## src/rtl/srs_pkg.sv

```systemverilog
package srs_pkg;

	localparam int MAX_ROWS    = 64;
	localparam int COUNT_WIDTH = 8;

	// fixed field widths
	localparam int MODE_W = 2;
	localparam int IDX_W  = 6;
	localparam int REP_W  = 8;
	localparam int LB_W   = 6;
	localparam int LC_W   = 8;
	localparam int CFG_W  = 7;

	localparam int ROW_W  = $clog2(MAX_ROWS);
	localparam int ROWS_W = $clog2(MAX_ROWS + 1);

	// shared ALU operand width: widest operand plus a borrow bit
	localparam int DATA_W = (REP_W > COUNT_WIDTH)
		? ((REP_W > ROWS_W) ? REP_W : ROWS_W)
		: ((COUNT_WIDTH > ROWS_W) ? COUNT_WIDTH : ROWS_W);
	localparam int ALU_W  = DATA_W + 1;

	localparam logic [MODE_W-1:0] MODE_LOAD  = 2'd0;
	localparam logic [MODE_W-1:0] MODE_ADV   = 2'd1;
	localparam logic [MODE_W-1:0] MODE_CLEAR = 2'd2;

	localparam int CFG_IDX_W = 1;
	localparam logic [CFG_IDX_W-1:0] REG_ROW_COUNT = 1'b0;
	localparam logic [CFG_IDX_W-1:0] REG_LOOP_EN   = 1'b1;

	typedef struct packed {
		logic [MODE_W-1:0] mode;
		logic [IDX_W-1:0]  entry_index;
		logic [REP_W-1:0]  entry_repeats;
		logic [LB_W-1:0]   entry_loop_back;
		logic [LC_W-1:0]   entry_loop_count;
		logic              entry_loop_infinite;
		logic [IDX_W-1:0]  current_row;
		logic [REP_W-1:0]  current_repeat;
	} in_t;

	typedef struct packed {
		logic             position_valid;
		logic [IDX_W-1:0] next_row;
		logic [REP_W-1:0] next_repeat;
	} out_t;

	typedef struct packed {
		logic [REP_W-1:0] repeats;
		logic [LB_W-1:0]  loop_back;
		logic [LC_W-1:0]  loop_count;
		logic             infinite;
	} row_t;

endpackage

```

## src/rtl/song_row_sequencer_top.sv

```systemverilog
// Channel | Signals                           | Beat taken when
// --------+-----------------------------------+---------------------------
// input   | in_valid, in_ready, in_data       | in_valid & in_ready
// output  | out_valid, out_ready, out_data    | out_valid & out_ready
// config  | cfg_we, cfg_idx, cfg_wdata        | cfg_we (no handshake)
//
// Sequencing: one beat at a time. Load, clear and unused modes go straight
//   to the output state; an advance passes the states of the branch that
//   resolves it, with every compare on the single add/subtract unit.
// Reset: clears control, config and the per-row counter valid bits; the
//   row table is undefined until loaded.
// Stalls: a finished result parks in the output register; the sequencer
//   waits in its output state only if that register is still occupied.
module song_row_sequencer_top
	import srs_pkg::*;
(
	input  logic                 clk,
	input  logic                 arst_n,
	input  logic                 in_valid,
	output logic                 in_ready,
	input  in_t                  in_data,
	output logic                 out_valid,
	input  logic                 out_ready,
	output out_t                 out_data,
	input  logic                 cfg_we,
	input  logic [CFG_IDX_W-1:0] cfg_idx,
	input  logic [CFG_W-1:0]     cfg_wdata
);

	// sequencer states
	localparam logic [3:0] S_IDLE = 4'd0;
	localparam logic [3:0] S_ROW  = 4'd1; // row < rows ?
	localparam logic [3:0] S_INC  = 4'd2; // rep + 1
	localparam logic [3:0] S_REP  = 4'd3; // rep + 1 < wanted ?
	localparam logic [3:0] S_LOOP = 4'd4; // counter < loop count ?
	localparam logic [3:0] S_CINC = 4'd5; // counter + 1
	localparam logic [3:0] S_BACK = 4'd6; // row - loop_back, clamped
	localparam logic [3:0] S_NEXT = 4'd7; // row + 1
	localparam logic [3:0] S_END  = 4'd8; // row + 1 >= rows ?
	localparam logic [3:0] S_OUT  = 4'd9; // park result

	logic [3:0]             state_q;
	logic [ROWS_W-1:0]      rows_q;
	logic                   loop_en_q;
	in_t                    item_q;
	out_t                   res_q;
	out_t                   out_q;
	logic                   out_valid_q;
	logic [ALU_W-1:0]       tmp_q;

	// row table: one write port at accept, registered read at accept
	row_t                   tbl_mem [MAX_ROWS];
	row_t                   tbl_rd_q;

	// loop counters: memory plus one valid bit per row; a clear resets the bits
	logic [COUNT_WIDTH-1:0] cnt_mem [MAX_ROWS];
	logic [COUNT_WIDTH-1:0] cnt_rd_q;
	logic                   cnt_hit_q;
	logic [MAX_ROWS-1:0]    cnt_vld_q;

	logic                   accept;
	logic                   out_free;
	logic [ROW_W-1:0]       cur_addr;
	logic [COUNT_WIDTH-1:0] cnt_cur;
	logic [REP_W-1:0]       wanted;
	logic [LC_W-1:0]        lc_eff;
	logic                   cnt_we;
	logic [COUNT_WIDTH-1:0] cnt_wdata;
	logic                   cnt_clr;

	// shared add/subtract unit
	logic [ALU_W-1:0]       alu_a;
	logic [ALU_W-1:0]       alu_b;
	logic                   alu_sub;
	logic [ALU_W-1:0]       alu_y;
	logic                   alu_lt;

	assign accept    = in_valid && in_ready;
	assign in_ready  = (state_q == S_IDLE);
	assign out_free  = !out_valid_q || out_ready;
	assign out_valid = out_valid_q;
	assign out_data  = out_q;

	assign cur_addr = ROW_W'(item_q.current_row);
	assign cnt_cur  = cnt_hit_q ? cnt_rd_q : '0;
	assign wanted   = (tbl_rd_q.repeats == '0) ? REP_W'(1) : tbl_rd_q.repeats;
	assign lc_eff   = (tbl_rd_q.loop_count == '0) ? LC_W'(1) : tbl_rd_q.loop_count;

	always_comb begin
		alu_a   = '0;
		alu_b   = '0;
		alu_sub = 1'b1;
		unique case (state_q)
			S_ROW: begin
				alu_a = ALU_W'(item_q.current_row);
				alu_b = ALU_W'(rows_q);
			end
			S_INC: begin
				alu_a   = ALU_W'(item_q.current_repeat);
				alu_b   = ALU_W'(1);
				alu_sub = 1'b0;
			end
			S_REP: begin
				alu_a = tmp_q;
				alu_b = ALU_W'(wanted);
			end
			S_LOOP: begin
				alu_a = ALU_W'(cnt_cur);
				alu_b = ALU_W'(lc_eff);
			end
			S_CINC: begin
				alu_a   = ALU_W'(cnt_cur);
				alu_b   = ALU_W'(1);
				alu_sub = 1'b0;
			end
			S_BACK: begin
				alu_a = ALU_W'(item_q.current_row);
				alu_b = ALU_W'(tbl_rd_q.loop_back);
			end
			S_NEXT: begin
				alu_a   = ALU_W'(item_q.current_row);
				alu_b   = ALU_W'(1);
				alu_sub = 1'b0;
			end
			S_END: begin
				alu_a = tmp_q;
				alu_b = ALU_W'(rows_q);
			end
			default: begin
				alu_a = '0;
			end
		endcase
		alu_y  = alu_sub ? (alu_a - alu_b) : (alu_a + alu_b);
		// top bit is the borrow; rep + 1 may set it but is then >= wanted
		alu_lt = alu_y[ALU_W-1];
	end

	// counter port control
	always_comb begin
		cnt_we    = 1'b0;
		cnt_wdata = '0;
		cnt_clr   = 1'b0;
		if (accept && in_data.mode == MODE_CLEAR) begin
			cnt_clr = 1'b1;
		end
		if (state_q == S_CINC) begin
			cnt_we    = 1'b1;
			cnt_wdata = COUNT_WIDTH'(alu_y);
		end
		if (state_q == S_LOOP && !tbl_rd_q.infinite && !alu_lt) begin
			// loop used up: rearm it
			cnt_we = 1'b1;
		end
		if (state_q == S_END && !alu_lt && loop_en_q) begin
			cnt_clr = 1'b1; // wrap to the first row
		end
	end

	// configuration registers
	always_ff @(posedge clk or negedge arst_n) begin
		if (!arst_n) begin
			rows_q    <= '0;
			loop_en_q <= 1'b0;
		end else if (cfg_we) begin
			unique case (cfg_idx)
				REG_ROW_COUNT: begin
					if (32'(cfg_wdata) > MAX_ROWS) begin
						rows_q <= ROWS_W'(MAX_ROWS);
					end else begin
						rows_q <= ROWS_W'(cfg_wdata);
					end
				end
				REG_LOOP_EN: begin
					loop_en_q <= cfg_wdata[0];
				end
				default: begin
				end
			endcase
		end
	end

	// memories
	always_ff @(posedge clk) begin
		if (accept && in_data.mode == MODE_LOAD && 32'(in_data.entry_index) < MAX_ROWS) begin
			tbl_mem[ROW_W'(in_data.entry_index)] <= '{
				repeats:    in_data.entry_repeats,
				loop_back:  in_data.entry_loop_back,
				loop_count: in_data.entry_loop_count,
				infinite:   in_data.entry_loop_infinite
			};
		end
		if (accept) begin
			tbl_rd_q <= tbl_mem[ROW_W'(in_data.current_row)];
			cnt_rd_q <= cnt_mem[ROW_W'(in_data.current_row)];
		end
		if (cnt_we) begin
			cnt_mem[cur_addr] <= cnt_wdata;
		end
	end

	always_ff @(posedge clk or negedge arst_n) begin
		if (!arst_n) begin
			cnt_vld_q <= '0;
			cnt_hit_q <= 1'b0;
		end else begin
			if (accept) begin
				cnt_hit_q <= cnt_vld_q[ROW_W'(in_data.current_row)];
			end
			if (cnt_clr) begin
				cnt_vld_q <= '0;
			end else if (cnt_we) begin
				cnt_vld_q[cur_addr] <= 1'b1;
			end
		end
	end

	// item and scratch registers
	always_ff @(posedge clk) begin
		if (accept) begin
			item_q <= in_data;
		end
		if (state_q == S_INC || state_q == S_NEXT) begin
			tmp_q <= alu_y;
		end
	end

	// sequencer
	always_ff @(posedge clk or negedge arst_n) begin
		if (!arst_n) begin
			state_q <= S_IDLE;
			res_q   <= '0;
		end else begin
			unique case (state_q)
				S_IDLE: begin
					if (accept) begin
						res_q <= '0;
						if (in_data.mode == MODE_ADV) begin
							state_q <= S_ROW;
						end else begin
							state_q <= S_OUT;
						end
					end
				end
				S_ROW: begin
					state_q <= alu_lt ? S_INC : S_OUT;
				end
				S_INC: begin
					state_q <= S_REP;
				end
				S_REP: begin
					if (alu_lt) begin
						res_q   <= '{1'b1, item_q.current_row, REP_W'(tmp_q)};
						state_q <= S_OUT;
					end else if (tbl_rd_q.loop_back != '0) begin
						state_q <= S_LOOP;
					end else begin
						state_q <= S_NEXT;
					end
				end
				S_LOOP: begin
					if (tbl_rd_q.infinite) begin
						state_q <= S_BACK;
					end else if (alu_lt) begin
						state_q <= (&cnt_cur) ? S_BACK : S_CINC;
					end else begin
						state_q <= S_NEXT;
					end
				end
				S_CINC: begin
					state_q <= S_BACK;
				end
				S_BACK: begin
					// clamp the jump at the first row
					res_q.position_valid <= 1'b1;
					res_q.next_row       <= alu_lt ? '0 : IDX_W'(alu_y);
					res_q.next_repeat    <= '0;
					state_q              <= S_OUT;
				end
				S_NEXT: begin
					state_q <= S_END;
				end
				S_END: begin
					if (!alu_lt) begin
						// past the last row: wrap or end the song
						res_q <= '{loop_en_q, '0, '0};
					end else begin
						res_q <= '{1'b1, IDX_W'(tmp_q), '0};
					end
					state_q <= S_OUT;
				end
				S_OUT: begin
					if (out_free) begin
						state_q <= S_IDLE;
					end
				end
				default: begin
					state_q <= S_IDLE;
				end
			endcase
		end
	end

	// output register
	always_ff @(posedge clk or negedge arst_n) begin
		if (!arst_n) begin
			out_valid_q <= 1'b0;
		end else if (state_q == S_OUT && out_free) begin
			out_valid_q <= 1'b1;
		end else if (out_ready) begin
			out_valid_q <= 1'b0;
		end
	end

	always_ff @(posedge clk) begin
		if (state_q == S_OUT && out_free) begin
			out_q <= res_q;
		end
	end

	// checks
	a_one_item: assert property (@(posedge clk) disable iff (!arst_n)
		accept |=> !in_ready)
		else $error("new beat taken while an item is in flight");

	a_result_lands: assert property (@(posedge clk) disable iff (!arst_n)
		(state_q == S_OUT && out_free) |=> (out_valid && in_ready))
		else $error("finished result not moved to output register");

	a_invalid_zero: assert property (@(posedge clk) disable iff (!arst_n)
		(out_valid && !out_data.position_valid) |->
		(out_data.next_row == '0 && out_data.next_repeat == '0))
		else $error("invalid position carries nonzero fields");

	a_clear_all: assert property (@(posedge clk) disable iff (!arst_n)
		(accept && in_data.mode == MODE_CLEAR) |=> (cnt_vld_q == '0))
		else $error("loop counters not cleared");

	a_cnt_write_adv: assert property (@(posedge clk) disable iff (!arst_n)
		cnt_we |-> (item_q.mode == MODE_ADV && !in_ready))
		else $error("counter written outside an advance");

endmodule

```

## config.mk

```make
export PLATFORM = sky130hd
export DESIGN_NAME = song_row_sequencer_top
export DESIGN_NICKNAME = d
export VERILOG_FILES = /design/src/rtl/srs_pkg.sv /design/src/rtl/song_row_sequencer_top.sv
export SDC_FILE = /design/constraint.sdc
export NUM_CORES = 2
export LEC_CHECK = 0
export BUFFER_PORTS_ARGS = -buffer_cell sky130_fd_sc_hd__buf_4
export CORE_MARGIN = 5
export CORE_UTILIZATION = 35
export DETAILED_ROUTE_END_ITERATION = 16
export PLACE_DENSITY = 0.58
export SYNTH_ARGS = -nofsm -noshare
export SYNTH_HDL_FRONTEND = slang
export SYNTH_SLANG_ARGS = --single-unit
```

## constraint.sdc

```tcl
create_clock -name clk -period 13.3 [get_ports clk]
set_clock_uncertainty 0.1 [all_clocks]
set_input_delay 0.665 -clock clk [delete_from_list [all_inputs] [get_ports clk]]
set_output_delay 0.665 -clock clk [all_outputs]
set_load 0.005 [all_outputs]
```

* Yosys cells after proc, flatten, opt, wreduce, memory -nomap -nowiden *
Memory sizes are Yosys's and may differ from the RTL's. A register that Yosys moved wholly into a read port is not among the register bits.
Index checks and enable logic that the tools add are counted.

cells by class
  magnitude comparators = 4
  equality and inequality tests = 14
  multiplexer cells = 39
  bitwise logic cells = 2
  $add $sub $neg = 2
  reductions and logical operators = 33

operators by type and width
  kind                number
  $mux 64             2
  $or 64x64->64       1
  $pmux 15 s4         1
  $mux 15             3
  $pmux 8 s5          1
  $pmux 4 s9          1
  $pmux 9 s4          1
  $mux 8              4
  $mux 4              5
  $eq 4x3->1 const B  4
  $logic_not 8->1     2
  $lt 6x7->1 const B  2
  $mux 1              12
  $add 9x9->9         1
  $logic_and 1x1->1   9
  $mux 9              1
  $sub 9x9->9         1
  $eq 4x2->1 const B  2
  $eq 4x4->1 const B  2
  $mux 2              4
  $reduce_and 8->1    1
  $reduce_or 2->1     4
  $gt 7x7->1 const B  1
  $mux 7              1
  other kinds (20)    28

storage, ports and cells
  input port bits = 58
  memory bits (writable) = 1984
  memories = 2
  logic and storage cells = 111
  register bits = 131

memory list
  name     depth  width  read ports  clocked after Yosys merged registers in  write ports  line                          text
  tbl_mem  64     23     1           1                                        1            song_row_sequencer_top.sv:52  row_t tbl_mem [MAX_ROWS];
  cnt_mem  64     8      1           1                                        1            song_row_sequencer_top.sv:56  logic [COUNT_WIDTH-1:0] cnt_mem [MAX_ROWS];

* Logic depth before layout (Yosys ltp) *
  depth in word-level cells = 10
  gate-level depth with buffers = 23
  gate-level depth less buffers = 18

* Worst setup path after synthesis *
OpenSTA, ideal clock, no wires.

  kind = reg-to-reg
  start = reg state_q[1]
  end = mem cnt_mem[12][0] (enable)
  data arrival time = 4.957 ns
  stages on the path, launching flop included = 22
  data required time = 12.817 ns
  slack = 7.860 ns
  path buffers = 7
  clock period less this slack = 5.440 ns
  library setup time = 0.383 ns
  cell sequence = dfrtp_1 -> buf_2 -> buf_2 -> buf_1 -> clkbuf_1 -> nor3b_1 -> a222oi_1 -> nand2_1 -> ha_1 -> inv_1 -> fa_1 -> nor2b_1 -> o21ai_0 -> a21oi_1 -> o41a_1 -> nand2b_1 -> or4_1 -> and3_1 -> buf_2 -> buf_2 -> buf_2 -> nor3_1

on the way
  longest elaborated chain between the ends = 10
  elaborated cells between the ends (all ways) = 25

ends and longest elaborated chain
  item                                                          line                                                         text
  start, declared                                               song_row_sequencer_top.sv:42                                 logic [3:0] state_q;
  start signal, assigned                                        song_row_sequencer_top.sv:245                                state_q <= alu_lt ? S_INC : S_OUT;
  start signal, assigned                                        song_row_sequencer_top.sv:264                                state_q <= (&cnt_cur) ? S_BACK : S_CINC;
  $eq 4x3->1, or another cell as far along                      song_row_sequencer_top.sv:93, song_row_sequencer_top.sv:146
  $reduce_or 3->1 (no line) or $reduce_or 2->1 (tied branches)  --
  $pmux 8 s5 or $pmux 9 s4 (tied branches)                      song_row_sequencer_top.sv:93                                 unique case (state_q)
  $sub 9x9->9 or $add 9x9->9 (tied branches)                    song_row_sequencer_top.sv:133                                alu_y = alu_sub ? (alu_a - alu_b) : (alu_a + alu_b);
  $mux 9                                                        song_row_sequencer_top.sv:133
  $logic_not 1->1                                               --
  $logic_and 1x1->1                                             song_row_sequencer_top.sv:150                                if (state_q == S_LOOP && !tbl_rd_q.infinite && !alu_lt) begin
  $mux 1 *                                                      song_row_sequencer_top.sv:150
  $mux 1 *                                                      song_row_sequencer_top.sv:196                                if (cnt_we) begin
  $mux 1 (implied by the code) *                                song_row_sequencer_top.sv:197                                cnt_mem[cur_addr] <= cnt_wdata;
  end, declared                                                 song_row_sequencer_top.sv:56

Every way passes the cells marked *; elsewhere a longest branch is shown, timed or not.

* Worst setup path in the final report *
  start = reg state_q[3]
  end = mem cnt_mem[45][0] (enable)

The elaborated chain is that of the path after synthesis.

==> flow_metrics.tcl <==
set metrics [dict create \
    cts_setup_buffers 0 \
    slew-limit-headroom 0.129 \
    synth_top_family_by_area "multiplexers" \
    rows 179 \
    layout_common_cells "edfxtp_1, mux4_2, clkbuf_16" \
    crit_required_ns 13.63 \
    wl_per_cell_um 29.2 \
    cts_max_level 4 \
    synth-xor-area-share 0.00158 \
    place.gp.congestion 0.824 \
    yosysSeqAreaShare 0.764 \
    cpLargestDelayFamily "simple AND/OR/NAND/NOR gates" \
    cts_buffers 213 \
    pin_count 75 \
    slew_violations 0 \
    cts.hold.buffers_added 20 \
    tns_ns 0 \
    cp_slowest_cell "dfrtp_1" \
    final_antenna_net_count 0 \
    die_width_um 499 \
    arrival_ns 7.37 \
    dieArea_um2 249000 \
    syn-mean-instance-area_um2 22.6 \
    rrSetupSlack_ns 6.26 \
    min_period_over_period 0.529 \
    syn-num-nets 3766 \
    place_hpwl_um 115000 \
    drt_iter0_drc 4970 \
    tightest_slew_ns 1.30 \
    die_h_um 499 \
    grt_setup_unrepaired "no" \
    first_global_vias 40041 \
    pre_cts_ws_ns 6.41 \
    crit_type "register to register" \
    hp-class "input pin to register" \
    cp_cell_sequence "nand2b_1 > nor3_1 > o21a_1 > a2111oi_0 > ha_1 > nor2b_1 > inv_1 > fa_1 > nor2b_1 > o21ai_0 > a21oi_1 > o41a_1 > nand2b_1 > or4_1 > nand3_2 > buf_4 > nand2_1 > nor2_1" \
    synth_area_um2 83700 \
    ys_warn_count 0 \
    netlist_instances 3698 \
    power.density_nw_per_um2 163 \
    cp_max_fo 64 \
    nNetsFinal 3923 \
    vias 39370 \
    synthAdderAreaFrac 0.00158 \
    ys_types 73 \
    synthFlopType "edfxtp_1" \
    clk_latency_ns 0.85 \
    gr-usage-all-layers 0.167 \
    fill_cells 20656 \
    min_period_ns 7.04 \
    synth_async_sr_flop_share 0.0433 \
    synth_compound_area_frac 0.0136 \
    grt_max_degree 117 \
    drive_gt1_frac 0.304 \
    clock_path_buffers 3 \
    slowest_delay_ns 1.00 \
    overflow 0 \
    wl_um 211000 \
    drt_pass1_iterations 7 \
    grt_first_pass_wirelength_um 301000 \
    outcome "complete, no violations" \
    ir_worst_vdd_mv 0.153 \
    cts_resized 0 \
    antenna_found_initial 16 \
    drcViolationCount 0 \
    cts_tree "yes" \
    coreArea_um2 238000 \
    start_kind "register" \
    multi_input_comb_area_um2 19200 \
    clock_sinks 2146 \
    finalHoldViolCount 0 \
    worst_slack_ns 6.26 \
    start_util 0.352 \
    max_freq_mhz 142 \
    crit_buf_inv 2 \
    synth-simple-area-share 0.0248 \
    finalSetupViolCount 0 \
    synth_edf_count 2053 \
    drv_cap 0 \
    io_buffers 74 \
    cp-end-kind "register" \
    cts-root-buf "clkbuf_16" \
    power_leakage_uw 0.0288 \
    ys_ff_latch 2146 \
    regArea_um2 64000 \
    vias_per_cell 5.46 \
    area_growth_pct 14.3 \
    clk_pin_slew_worst_paths_ns 0.07 \
    layout.cells.most_common "edfxtp_1" \
    synth.area.mux_share 0.183 \
]
[per-layer routing]
metal	routed length, µm	part of all wire	vias up	global-route usage
li1	-	-	16049	-
met1	87800	0.42	21401	0.236
met2	102000	0.48	1632	0.270
met3	16400	0.078	286	0.0342
met4	4380	0.021	2	0.0369
met5	13	0.000062	-	0
[cell type report]
class	instances	share of cell area
Timing Repair Buffer	158	0.0138
Sequential cell	2146	0.668
Clock inverter	138	0.0168
Inverter	19	0.000771
Multi-Input combinational cell	1317	0.201
Tap cell	3167	0.0414
Clock buffer	255	0.0578
Antenna cell	7	0.000183
[synthesized netlist by cell type (4+ instances only)]
cell type | n | area [µm²]
buf_2 | 26 | 130
ha_1 | 9 | 113
nand3b_1 | 9 | 67.6
clkbuf_1 | 112 | 420
mux4_2 | 661 | 14900
nor3_1 | 61 | 305
edfxtp_1 | 2053 | 61600
nand2_1 | 80 | 300
xnor2_1 | 11 | 96.3
nor4_1 | 5 | 31.3
mux2_2 | 14 | 158
a22o_1 | 4 | 35.0
o21ba_1 | 8 | 80.1
a222oi_1 | 7 | 70.1
nor3b_1 | 7 | 52.6
nor4bb_1 | 6 | 60.1
a221o_1 | 6 | 60.1
nor2_1 | 157 | 589
o21ai_0 | 30 | 150
dfrtp_1 | 93 | 2330
a22oi_1 | 4 | 30.0
or2_2 | 5 | 31.3
and2_1 | 11 | 68.8
a21oi_1 | 18 | 90.1
inv_1 | 18 | 67.6
and3_1 | 16 | 100
buf_4 | 4 | 30.0
nor2b_1 | 9 | 56.3
nand2b_1 | 18 | 113
buf_1 | 73 | 274
a31oi_1 | 59 | 369
mux2i_1 | 27 | 270
or3_1 | 6 | 37.5
nand3_1 | 10 | 50.1
[report_power, final]
| part | switching (µW) | internal, µW | leakage [µW] | total (µW) |
|---|---|---|---|---|
| Combinational | 1100 | 658 | 0.00631 | 1760 |
| Sequential | 120 | 7610 | 0.0190 | 7730 |
| Clock | 2590 | 3490 | 0.00347 | 6080 |
[worst reg2reg max path, cell delays in order, from the launching register on]
cell       delay [ns]
dfrtp_1          1.00
nand2b_1         0.37
nor3_1           0.14
o21a_1           0.14
a2111oi_0        0.64
ha_1             0.25
nor2b_1          0.19
inv_1            0.08
fa_1             0.43
nor2b_1          0.13
o21ai_0          0.12
a21oi_1          0.24
o41a_1           0.37
nand2b_1         0.08
or4_1            0.44
nand3_2          0.09
buf_4            0.56
nand2_1          0.57
nor2_1           0.68
[cell families (layout without fill, tap and decap cells)]
group / count (synthesis) / in the layout
adder cells (fa/ha/maj): 10 / 10
other: 0 / 7
buffers and inverters: 235 / 570
XOR/XNOR: 13 / 13
multiplexers: 702 / 702
AND/OR/NAND/NOR: 424 / 424
flip-flops: 2146 / 2146
AO/OA/AOI/OAI: 168 / 168
[final timing paths]
| kind | start | end | depth (start not counted) |
|---|---|---|---|
| worst max register to register | state_q[3]$_DFFE_PN0P_ | cnt_mem[45][0]$_DFFE_PP_ | 18 |
| worst min register to register | res_q[3]$_DFFE_PN0P_ | out_data[3]$_DFFE_PP_ | 0 |
| worst max-delay path | state_q[3]$_DFFE_PN0P_ | cnt_mem[45][0]$_DFFE_PP_ | 18 |
| max in group asynchronous | arst_n | cnt_vld_q[31]$_DFFE_PN0P_ | 3 |
| min in group asynchronous | arst_n | cnt_vld_q[9]$_DFFE_PN0P_ | 2 |
| worst min-delay path | in_valid | state_q[3]$_DFFE_PN0P_ | 4 |
[through the flow]
stage          total power [µW]  cell area (µm²)  std cells  utilization  hold slack [ns]
2_1_floorplan              8990            83700       3698            -            0.269
3_3_place_gp               9620            88400       6787        0.371            0.334
3_5_place_dp               9630            88400       6787        0.371            0.336
4_1_cts                   15700            95700       7200        0.402           0.0716
5_1_grt                   16100            95700       7200        0.402            0.169
6_report                  15600            95700       7207        0.402            0.175
[registers in the layout, indices dropped and copies added (netlist names)]
signal / cells
tbl_rd_q: 23
res_q: 15
out_valid: 1
loop_en_q: 1
tbl_mem: 1472
out_data: 15
cnt_mem: 512
item_q: 8
cnt_vld_q: 64
cnt_rd_q: 8
rows_q: 7
state_q: 4
cur_addr: 6
tmp_q: 9
cnt_hit_q: 1
Note: power is estimated with default switching activity, not from simulation.
